## config.mk

```make
export PLATFORM = sky130hd
export DESIGN_NAME = ffca_ctrl
export DESIGN_NICKNAME = d
export VERILOG_FILES = /design/src/ffca_pkg.sv /design/src/ffca_ctrl.sv
export SDC_FILE = /design/constraint.sdc
export NUM_CORES = 1
export LEC_CHECK = 0
export BUFFER_PORTS_ARGS = -buffer_cell sky130_fd_sc_hd__buf_2
export CAP_MARGIN = 25
export CORE_UTILIZATION = 25
export CTS_CLUSTER_DIAMETER = 150
export DETAILED_ROUTE_END_ITERATION = 6
export HOLD_SLACK_MARGIN = 0.1
export PLACE_DENSITY = 0.54
export SKIP_LAST_GASP = 1
export SLEW_MARGIN = 15
export SYNTH_ARGS = -nofsm -noshare
export SYNTH_HDL_FRONTEND = slang
export SYNTH_SLANG_ARGS = --single-unit
```

## constraint.sdc

```tcl
create_clock -name clk -period 4.43 [get_ports clk]
set_input_delay 0.886 -clock clk [delete_from_list [all_inputs] [get_ports clk]]
set_output_delay 0.886 -clock clk [all_outputs]
set_load 0.02 [all_outputs]
```

## src/ffca_pkg.sv

```systemverilog
// ----------------------------------------------------------------------------
// ffca_pkg: shared types and codes of the first-fit chunk allocator
// Request and result codes, register indexes and the command and status
// bundles that join the controller and the datapath.
// ----------------------------------------------------------------------------
package ffca_pkg;

	localparam logic [1:0] ACT_ALLOC   = 2'd0;
	localparam logic [1:0] ACT_FREE    = 2'd1;
	localparam logic [1:0] ACT_REALLOC = 2'd2;
	localparam logic [1:0] ACT_UNUSED  = 2'd3;

	localparam logic CFG_HEAP_START = 1'b0;
	localparam logic CFG_HEAP_LIMIT = 1'b1;

	typedef enum logic [2:0] {
		ST_OK      = 3'd0,
		ST_ZERO    = 3'd1,
		ST_OOM     = 3'd2,
		ST_FULL    = 3'd3,
		ST_DOUBLE  = 3'd4,
		ST_UNKNOWN = 3'd5
	} status_t;

	typedef enum logic [1:0] {
		RES_NULL = 2'd0,
		RES_HIT  = 2'd1,
		RES_USER = 2'd2,
		RES_REQ  = 2'd3
	} res_sel_t;

	typedef enum logic [2:0] {
		WR_NONE     = 3'd0,
		WR_HIT_BUSY = 3'd1,
		WR_HIT_FREE = 3'd2,
		WR_OLD_FREE = 3'd3,
		WR_NEW      = 3'd4
	} wr_kind_t;

	typedef struct packed {
		logic     req_load;
		logic     scan_go;
		logic     scan_fit;
		logic     mod_go;
		logic     calc;
		logic     save_old;
		wr_kind_t wr_kind;
		logic     set_res;
		res_sel_t res_sel;
		status_t  res_st;
		logic     out_load;
	} cmd_t;

	typedef struct packed {
		logic [1:0] act;
		logic       size_zero;
		logic       addr_zero;
		logic       scan_done;
		logic       scan_hit;
		logic       hit_free;
		logic       fits_hit;
		logic       mod_done;
		logic       oom;
		logic       full;
		logic       out_busy;
	} stat_t;

endpackage

```

## src/ffca_ctrl.sv

```systemverilog
// ----------------------------------------------------------------------------
// ffca_ctrl: allocator controller
// Sequences lookups, first-fit searches, carving and table updates.
// ----------------------------------------------------------------------------
module ffca_ctrl (
	input  logic            clk,
	input  logic            arst_n,
	input  logic            in_valid,
	output logic            in_ready,
	input  ffca_pkg::stat_t stat,
	output ffca_pkg::cmd_t  cmd
);

	typedef enum logic [7:0] {
		S_IDLE   = 8'b0000_0001,
		S_DECODE = 8'b0000_0010,
		S_FIND   = 8'b0000_0100,
		S_FIT    = 8'b0000_1000,
		S_MOD    = 8'b0001_0000,
		S_COMMIT = 8'b0010_0000,
		S_WROLD  = 8'b0100_0000,
		S_RESP   = 8'b1000_0000
	} state_t;

	state_t state_q, state_n;
	logic   grow_q, grow_n;

	always_ff @(posedge clk or negedge arst_n) begin
		if (!arst_n) begin
			state_q <= S_IDLE;
			grow_q  <= 1'b0;
		end else begin
			state_q <= state_n;
			grow_q  <= grow_n;
		end
	end

	assign in_ready = (state_q == S_IDLE);

	// next state and commands
	always_comb begin
		state_n = state_q;
		grow_n  = grow_q;
		cmd     = '0;
		cmd.wr_kind = ffca_pkg::WR_NONE;
		cmd.res_sel = ffca_pkg::RES_NULL;
		cmd.res_st  = ffca_pkg::ST_OK;
		case (state_q)
			S_IDLE: begin
				if (in_valid) begin
					cmd.req_load = 1'b1;
					state_n      = S_DECODE;
				end
			end
			S_DECODE: begin
				cmd.set_res = 1'b1;
				state_n     = S_RESP;
				case (stat.act)
					ffca_pkg::ACT_ALLOC, ffca_pkg::ACT_REALLOC: begin
						if (stat.act == ffca_pkg::ACT_REALLOC && !stat.addr_zero) begin
							cmd.set_res = 1'b0;
							cmd.scan_go = 1'b1;
							state_n     = S_FIND;
						end else if (stat.size_zero) begin
							cmd.res_st = ffca_pkg::ST_ZERO;
						end else begin
							cmd.set_res  = 1'b0;
							cmd.scan_go  = 1'b1;
							cmd.scan_fit = 1'b1;
							cmd.mod_go   = 1'b1;
							state_n      = S_FIT;
						end
					end
					ffca_pkg::ACT_FREE: begin
						if (!stat.addr_zero) begin
							cmd.set_res = 1'b0;
							cmd.scan_go = 1'b1;
							state_n     = S_FIND;
						end
					end
					default: ;
				endcase
			end
			S_FIND: begin
				if (stat.scan_done) begin
					cmd.set_res = 1'b1;
					state_n     = S_RESP;
					if (!stat.scan_hit) begin
						cmd.res_st = ffca_pkg::ST_UNKNOWN;
					end else if (stat.hit_free) begin
						cmd.res_st = ffca_pkg::ST_DOUBLE;
					end else if (stat.act == ffca_pkg::ACT_FREE) begin
						cmd.wr_kind = ffca_pkg::WR_HIT_FREE;
					end else if (stat.fits_hit) begin
						cmd.res_sel = ffca_pkg::RES_REQ;
					end else begin
						// grow: search anew, free the old chunk on success
						cmd.set_res  = 1'b0;
						cmd.save_old = 1'b1;
						cmd.scan_go  = 1'b1;
						cmd.scan_fit = 1'b1;
						cmd.mod_go   = 1'b1;
						grow_n       = 1'b1;
						state_n      = S_FIT;
					end
				end
			end
			S_FIT: begin
				if (stat.scan_done) begin
					if (stat.scan_hit) begin
						cmd.wr_kind = ffca_pkg::WR_HIT_BUSY;
						cmd.set_res = 1'b1;
						cmd.res_sel = ffca_pkg::RES_HIT;
						state_n     = grow_q ? S_WROLD : S_RESP;
					end else begin
						state_n = S_MOD;
					end
				end
			end
			S_MOD: begin
				if (stat.mod_done) begin
					cmd.calc = 1'b1;
					state_n  = S_COMMIT;
				end
			end
			S_COMMIT: begin
				cmd.set_res = 1'b1;
				state_n     = S_RESP;
				if (stat.oom) begin
					cmd.res_st = ffca_pkg::ST_OOM;
				end else if (stat.full) begin
					cmd.res_st = ffca_pkg::ST_FULL;
				end else begin
					cmd.wr_kind = ffca_pkg::WR_NEW;
					cmd.res_sel = ffca_pkg::RES_USER;
					state_n     = grow_q ? S_WROLD : S_RESP;
				end
			end
			S_WROLD: begin
				cmd.wr_kind = ffca_pkg::WR_OLD_FREE;
				state_n     = S_RESP;
			end
			S_RESP: begin
				if (!stat.out_busy) begin
					cmd.out_load = 1'b1;
					grow_n       = 1'b0;
					state_n      = S_IDLE;
				end
			end
			default: state_n = S_IDLE;
		endcase
	end

endmodule
```

# == Word level (Yosys, flattened, before mapping) ==
# Cells that the tools add are included.
# Widths: inputs -> output; s select.
# word_totals
word_cells,102
output_inout_bits,17
register_bits,9
in_bits,15
# classes
mux,74
n_eq_ne,19
n_reduce_logical,7
# op_table
op,count
$mux 8,16
$pmux 8 s8,1
$mux 3,11
$mux 1,24
$ne 2x2->1 const B,9
$mux 2,8
$pmux 8 s2,1
$mux 7,2
$pmux 3 s4,1
$mux 10,1
$pmux 3 s3,1
$eq 8x1->1 const B,1
$eq 8x2->1 const B,1
$eq 8x3->1 const B,1
$eq 8x4->1 const B,1
$eq 8x5->1 const B,1
$eq 8x6->1 const B,1
$eq 8x7->1 const B,1
$eq 8x8->1 const B,1
$mux 4,2
$reduce_and 7->1,1
$pmux 1 s2,3
$pmux 2 s3,1
$pmux 3 s2,1
9 further kinds,9

# == Depth between registers and ports, before layout ==
# Gate-level depths: netlist of the first run.
# depth
ltp_word,6
ltp_mapped,6

# == Worst setup path after synthesis of the first run ==
# No wires, ideal clock.
# synth_path
path_type,register -> output
startpoint,register state_q[5]
endpoint,output port cmd[13] (netlist bit)
required_time_ns,3.544
slack_ns,1.485
arrival_time_ns,2.059
stages_incl_launch_ff,6
path_cell_list,dfrtp_1 nor4_4 nand4b_2 or3_4 o21ai_1 buf_4
# synth_lines
item,line,text
from (decl),ffca_ctrl.sv:25,"state_t state_q, state_n;"
from (signal assigned),ffca_ctrl.sv:33,state_q <= state_n;
to (decl),ffca_ctrl.sv:11,output ffca_pkg::cmd_t cmd

==> metrics.md, run 1 <==
| Metric | Value |
|---|---|
| Number of vias per cell | approximately 5 |
| Vias in the first global route | 800 |
| TritonCTS Buffers | 3 |
| Num rows | 20 |
| Max FO, Critical Path | 10 |
| Pwr Density | ~380 nW/um^2 |
| Leak | 0.509 nW |
| Cell chain of the critical path | nor4_4 > nand4b_2 > or3_4 > o21ai_1 > buf_2 |
| Synthesized Nets | 114 |
| Syn_area_per_cell | approximately 8 um^2 |
| Vias | 869 |
| Hold Fails Final Rpt | 0 |
| Worst hold path type | in2async |
| Tot Pwr | 0.390 mW |
| Io pins | 32 |
| Ant. Diodes | 0 |
| Die H | 58.4 um |
| Routed WL | 2.15 mm |
| H-tree Lvls | 1 |
| Max Clk Rate | 314 MHz |
| Initial antenna violation count | 0 |
| Floorplan Core Area | 3030 um^2 |
| Most common cell after layout, fill and taps aside | buf_2 |
| Critical Path AT | around 2.3 ns |
| GR Util All Layers | between 10% and 20% |
| Clock Latency Late Sink | 0.27 ns |
| Tmin final | 3.18 ns |
| Port Buffers | 31 |
| Die width | 58.4 um |
| Setup crit end kind | primary output |
| Setup_tns | 0 ns |
| CTS tree | done |
| Relative slew slack | 63.8% |
| Pin count of the biggest net entering global routing | 11 |
| 1st-pass router iterations | 4 |
| Peak supply drop | 0.127 mV |
| FF+latch count, synth | 9 |
| Sequential area share after synthesis | ~29% |
| Synth warn | 0 |
| First-pass GRT wire length | between 3 and 4 mm |
| Hold buffers post-CTS | 0 |
| Die area | ~3400 um^2 |
| Worst-Margin Slew | 0.538 ns |
| Buffer and inverter count on the worst path | 1 |
| Final nets | 149 |
| CTS Sinks | 9 |
| Req. time, crit path | ~3.5 ns |
| Clock root buffer | clkbuf_4 |
| CP max stage cell | nor4_4 |
| Post-CTS Setup Bufs | 0 |
| Most frequent cells in the layout | buf_2 (31), nor2_1 (14), o21ai_0 (10), nand3_1 (8), dfrtp_1 (8) |
| Startpoint Class | flop |
| Post_cts resized | 0 |
| Post-synth cell types | 32 |
| Initial core utilization | a little over a quarter |
| CP Class | reg2out |
| Worst stage delay on the critical path | 0.56 ns |
| Clock-pin slew on the worst setup and hold paths | 0.07 ns |
| Area growth from synthesis to layout | 28.8% |
| DRC | 0 |
| Final Skew | 0.00595 ns |
| Post-DRT Antenna Nets | 0 |
| DR WL/cell | 12.1 um |
| Layout cells sized above 1 | between 30% and 40% |
| Max cap viols | 0 |
| DRT iter0 DRCs | 40 |
| Mapped Cells | 99 |
| Critical path's top delay family | simple AND/OR/NAND/NOR gates |
| Outcome | completed |
| Mapped cell area | 795 um^2 |
| DP HPWL | 1.78 mm |
| Final period util | roughly 72% |
| Pins Over Slew Limit | 0 |
| Clk buf depth | 2 |
| RSZ-0062 raised after global routing | false |
| Final Wtd Congestion | roughly 0.8 |
| Endpoints failing setup | 0 |
| Total grt overflow | 0 |
==> metrics by stage <==
stage | hold WS [ns] | utilization [%] | instances | area [um^2] | worst slack, ns
floorplan | 0.488 | - | 99 | 795 | 1.48
finish | 0.456 | 33.8 | 177 | 1020 | 1.25
global placement | 0.561 | 32.9 | 173 | 997 | 1.55
CTS | 0.462 | 33.8 | 177 | 1020 | 1.22
global route | 0.461 | 33.8 | 177 | 1020 | 0.930
detailed placement | 0.556 | 32.9 | 173 | 997 | 1.50
==> sequential cells by signal (all words and copies together), names as in the netlist <==
name,flops
state_q,8
grow_q,1
==> logic make-up after synthesis <==
group           count (synthesis)  synth area share (%)
compound gates                 21                  16.8
xor+xnor                        2                  2.21
simple gates                   62                  49.6
flops                           9                  28.5
buf+inv                         5                  2.83
==> Yosys cell counts (all sizes together) <==
library cell / count / area, um^2
nor2: 14 / 52.6
o21ai: 11 / 55.1
dfrtp: 8 / 200
nand3: 8 / 40.0
nand2: 7 / 26.3
nor2b: 7 / 43.8
nand4: 5 / 31.3
nand4b: 5 / 50.0
inv: 4 / 15.0
o211ai: 4 / 40.0
nand2b: 3 / 18.8
nor3: 3 / 25.0
nor4: 3 / 48.8
a21oi: 2 / 10.0
and2: 2 / 12.5
o31ai: 2 / 15.0
a21o: 1 / 7.51
and2b: 1 / 7.51
and4: 1 / 8.76
buf: 1 / 7.51
dfstp: 1 / 26.3
nor3b: 1 / 7.51
nor4bb: 1 / 10.0
o22ai: 1 / 6.26
or3: 1 / 11.3
xnor2: 1 / 8.76
xor2: 1 / 8.76
==> cell type report <==
class                      instances  area [um^2]
clock buffer                       4         26.3
fill                             320         2000
inverter                           4         15.0
multi-input combinational         85          546
sequential                         9          226
tap                               44         55.1
timing repair buffer              31          155
==> power by group <==
part / leakage (nW) / internal, mW / switching, mW
Clock: 0.0150 / 0.0349 / 0.0326
Sequential: 0.120 / 0.101 / 0.0238
Combinational: 0.373 / 0.0781 / 0.119
Total: 0.509 / 0.214 / 0.175
==> worst paths after layout <==
check / from / end / slack [ns] / cells after the start
setup reg to reg: state_q[5] / state_q[7] / 2.52 / 5
setup / recovery: state_q[5] / cmd[13] / 1.25 / 5
max in group asynchronous: arst_n / state_q[0] / 3.72 / 1
hold reg to reg: grow_q / state_q[6] / 0.55 / 2
hold / removal: arst_n / state_q[5] / 0.46 / 1
min in group clk: grow_q / state_q[6] / 0.55 / 2
==> metal layers <==
layer  track usage (%)  wire [um]  vias to the layer above
met3              2.86         95                        4
met4              6.12         36                        0
li1                  -          -                      437
met2              22.3        980                       18
met5                 0          0                        -
met1              19.8       1040                      410
Note: power is estimated with default switching activity, not from simulation.
==> run 2, diff against run 1 <==
==> constraint.sdc (replaced) <==
create_clock -name clk -period 3.1 [get_ports clk]
set_input_delay 0.62 -clock clk [delete_from_list [all_inputs] [get_ports clk]]
set_output_delay 0.62 -clock clk [all_outputs]
set_load 0.02 [all_outputs]
==> metrics.md, run 2 (same netlist as run 1, synthesis figures left out) <==
| Metric | Value |
|---|---|
| Setup crit end kind | primary output |
| Most common cell after layout, fill and taps aside | buf_2 |
| Total grt overflow | 0 |
| Vias in the first global route | roughly 850 |
| Clk buf depth | 2 |
| Max FO, Critical Path | 7 |
| Outcome | completed |
| Clock root buffer | clkbuf_4 |
| Number of vias per cell | 4.94 |
| Initial antenna violation count | 0 |
| Relative slew slack | 70.8% |
| DRT iter0 DRCs | 26 |
| Post-DRT Antenna Nets | 0 |
| Peak supply drop | approximately 0.18 mV |
| CP Class | reg2out |
| Hold Fails Final Rpt | 0 |
| Pwr Density | 545 nW/um^2 |
| Setup_tns | 0 ns |
| Die width | 58.4 um |
| GR Util All Layers | 13.7% |
| Critical Path AT | 2.10 ns |
| Max cap viols | 0 |
| H-tree Lvls | 1 |
| Final Wtd Congestion | 0.817 |
| Die area | around 3400 um^2 |
| Die H | 58.4 um |
| Layout Utilization | 34.5% |
| Vias | approximately 900 |
| Hold buffers post-CTS | 0 |
| Final period util | about 88% |
| DRC | 0 |
| Clock Latency Late Sink | 0.26 ns |
| Final Skew | 0.00234 ns |
| CTS Sinks | 9 |
| CTS tree | done |
| Top reg by flops | state_q |
| Routed WL | 2.13 mm |
| Leak | 0.521 nW |
| Clock-pin slew on the worst setup and hold paths | 0.06 ns |
| Worst hold path type | in2async |
| Most frequent cells in the layout | buf_2 (31), nor2_1 (14), o21ai_0 (10), nand3_1 (8), dfrtp_1 (8) |
| RSZ-0062 raised after global routing | false |
| Ant. Diodes | 0 |
| First-pass GRT wire length | 3.55 mm |
| Io pins | 32 |
| TritonCTS Buffers | 3 |
| Area growth from synthesis to layout | 31.7% |
| Initial core utilization | 26.2% |
| Pins Over Slew Limit | 0 |
| Port Buffers | 31 |
| Tmin final | 2.72 ns |
| Setup ws final | 0.378 ns |
| Tot Pwr | between 0.5 and 0.6 mW |
| Worst-Margin Slew | 0.435 ns |
| 1st-pass router iterations | 4 |
| Pin count of the biggest net entering global routing | 11 |
| Top flop regs | state_q (8), grow_q (1) |
| DR WL/cell | about 12 um |
| Startpoint Class | flop |
| Largest register FFs | 8 |
| DP HPWL | 1.75 mm |
| Floorplan Core Area | 3030 um^2 |
| Layout cells sized above 1 | 33.8% |
| Final nets | 152 |
| Pre-CTS setup slack | 0.498 ns |
| Num rows | 20 |
| Endpoints failing setup | 0 |
| Req. time, crit path | between 2 and 2.5 ns |
| Max Clk Rate | 367 MHz |
[run 2: cell count changes in the layout (fill, tap and decap cells not counted)]
cell | previous run | this run
buf_4 | 0 | 3
[run 2: what timing repair did]
action | 4_1_cts | 5_1_grt
buffers inserted | 0 | 3
setup endpoints to repair | 0 | 2
gates resized for setup | 0 | 0
[run 2: worst max-delay path: stages (launching register included)]
cell and delay (ns):
dfrtp_1 0.43, nor4_4 0.28, buf_4 0.18, nand4b_2 0.15
or3_4 0.41, o21ai_1 0.18, buf_2 0.20
[run 2: path summary, 6_finish.rpt]
kind | start | end | slack (ns) | depth (start not counted)
max | state_q[7] | cmd[13] | 0.38 | 6
min | arst_n | state_q[7] | 0.20 | 1
max reg2reg | state_q[1] | state_q[4] | 1.27 | 5
min reg2reg | grow_q | grow_q | 0.55 | 2
max in group asynchronous | arst_n | state_q[0] | 2.65 | 1
min in group clk | grow_q | grow_q | 0.55 | 2
[run 2: cell type report]
| class | count | area, um^2 |
|---|---|---|
| fill | 331 | 1980 |
| sequential | 9 | 226 |
| tap | 44 | 55.1 |
| multi-input combinational | 85 | 546 |
| inverter | 4 | 15.0 |
| clock buffer | 4 | 26.3 |
| timing repair buffer | 34 | 178 |
[run 2: per-stage QoR]
step	cells	hold WS [ns]	cell area [um^2]
after global routing	180	0.202	1050
final	180	0.197	1050
after floorplan	99	0.324	795
after global placement	173	0.485	997
after CTS	177	0.200	1020
after detailed placement	173	0.488	997
[run 2: power by group]
part	switching (mW)	internal [mW]
sequential	0.0345	0.145
clock	0.0440	0.0498
combinational	0.172	0.124
total	0.251	0.319
[run 2: metal layers]
| layer | vias to the layer above | global-route usage (%) | wire length [um] |
|---|---|---|---|
| met2 | 20 | 22.0 | 1010 |
| met1 | 426 | 16.8 | 990 |
| li1 | 440 | - | - |
| met5 | - | 0 | 0 |
| met3 | 4 | 3.08 | 90 |
| met4 | 0 | 7.82 | 45 |
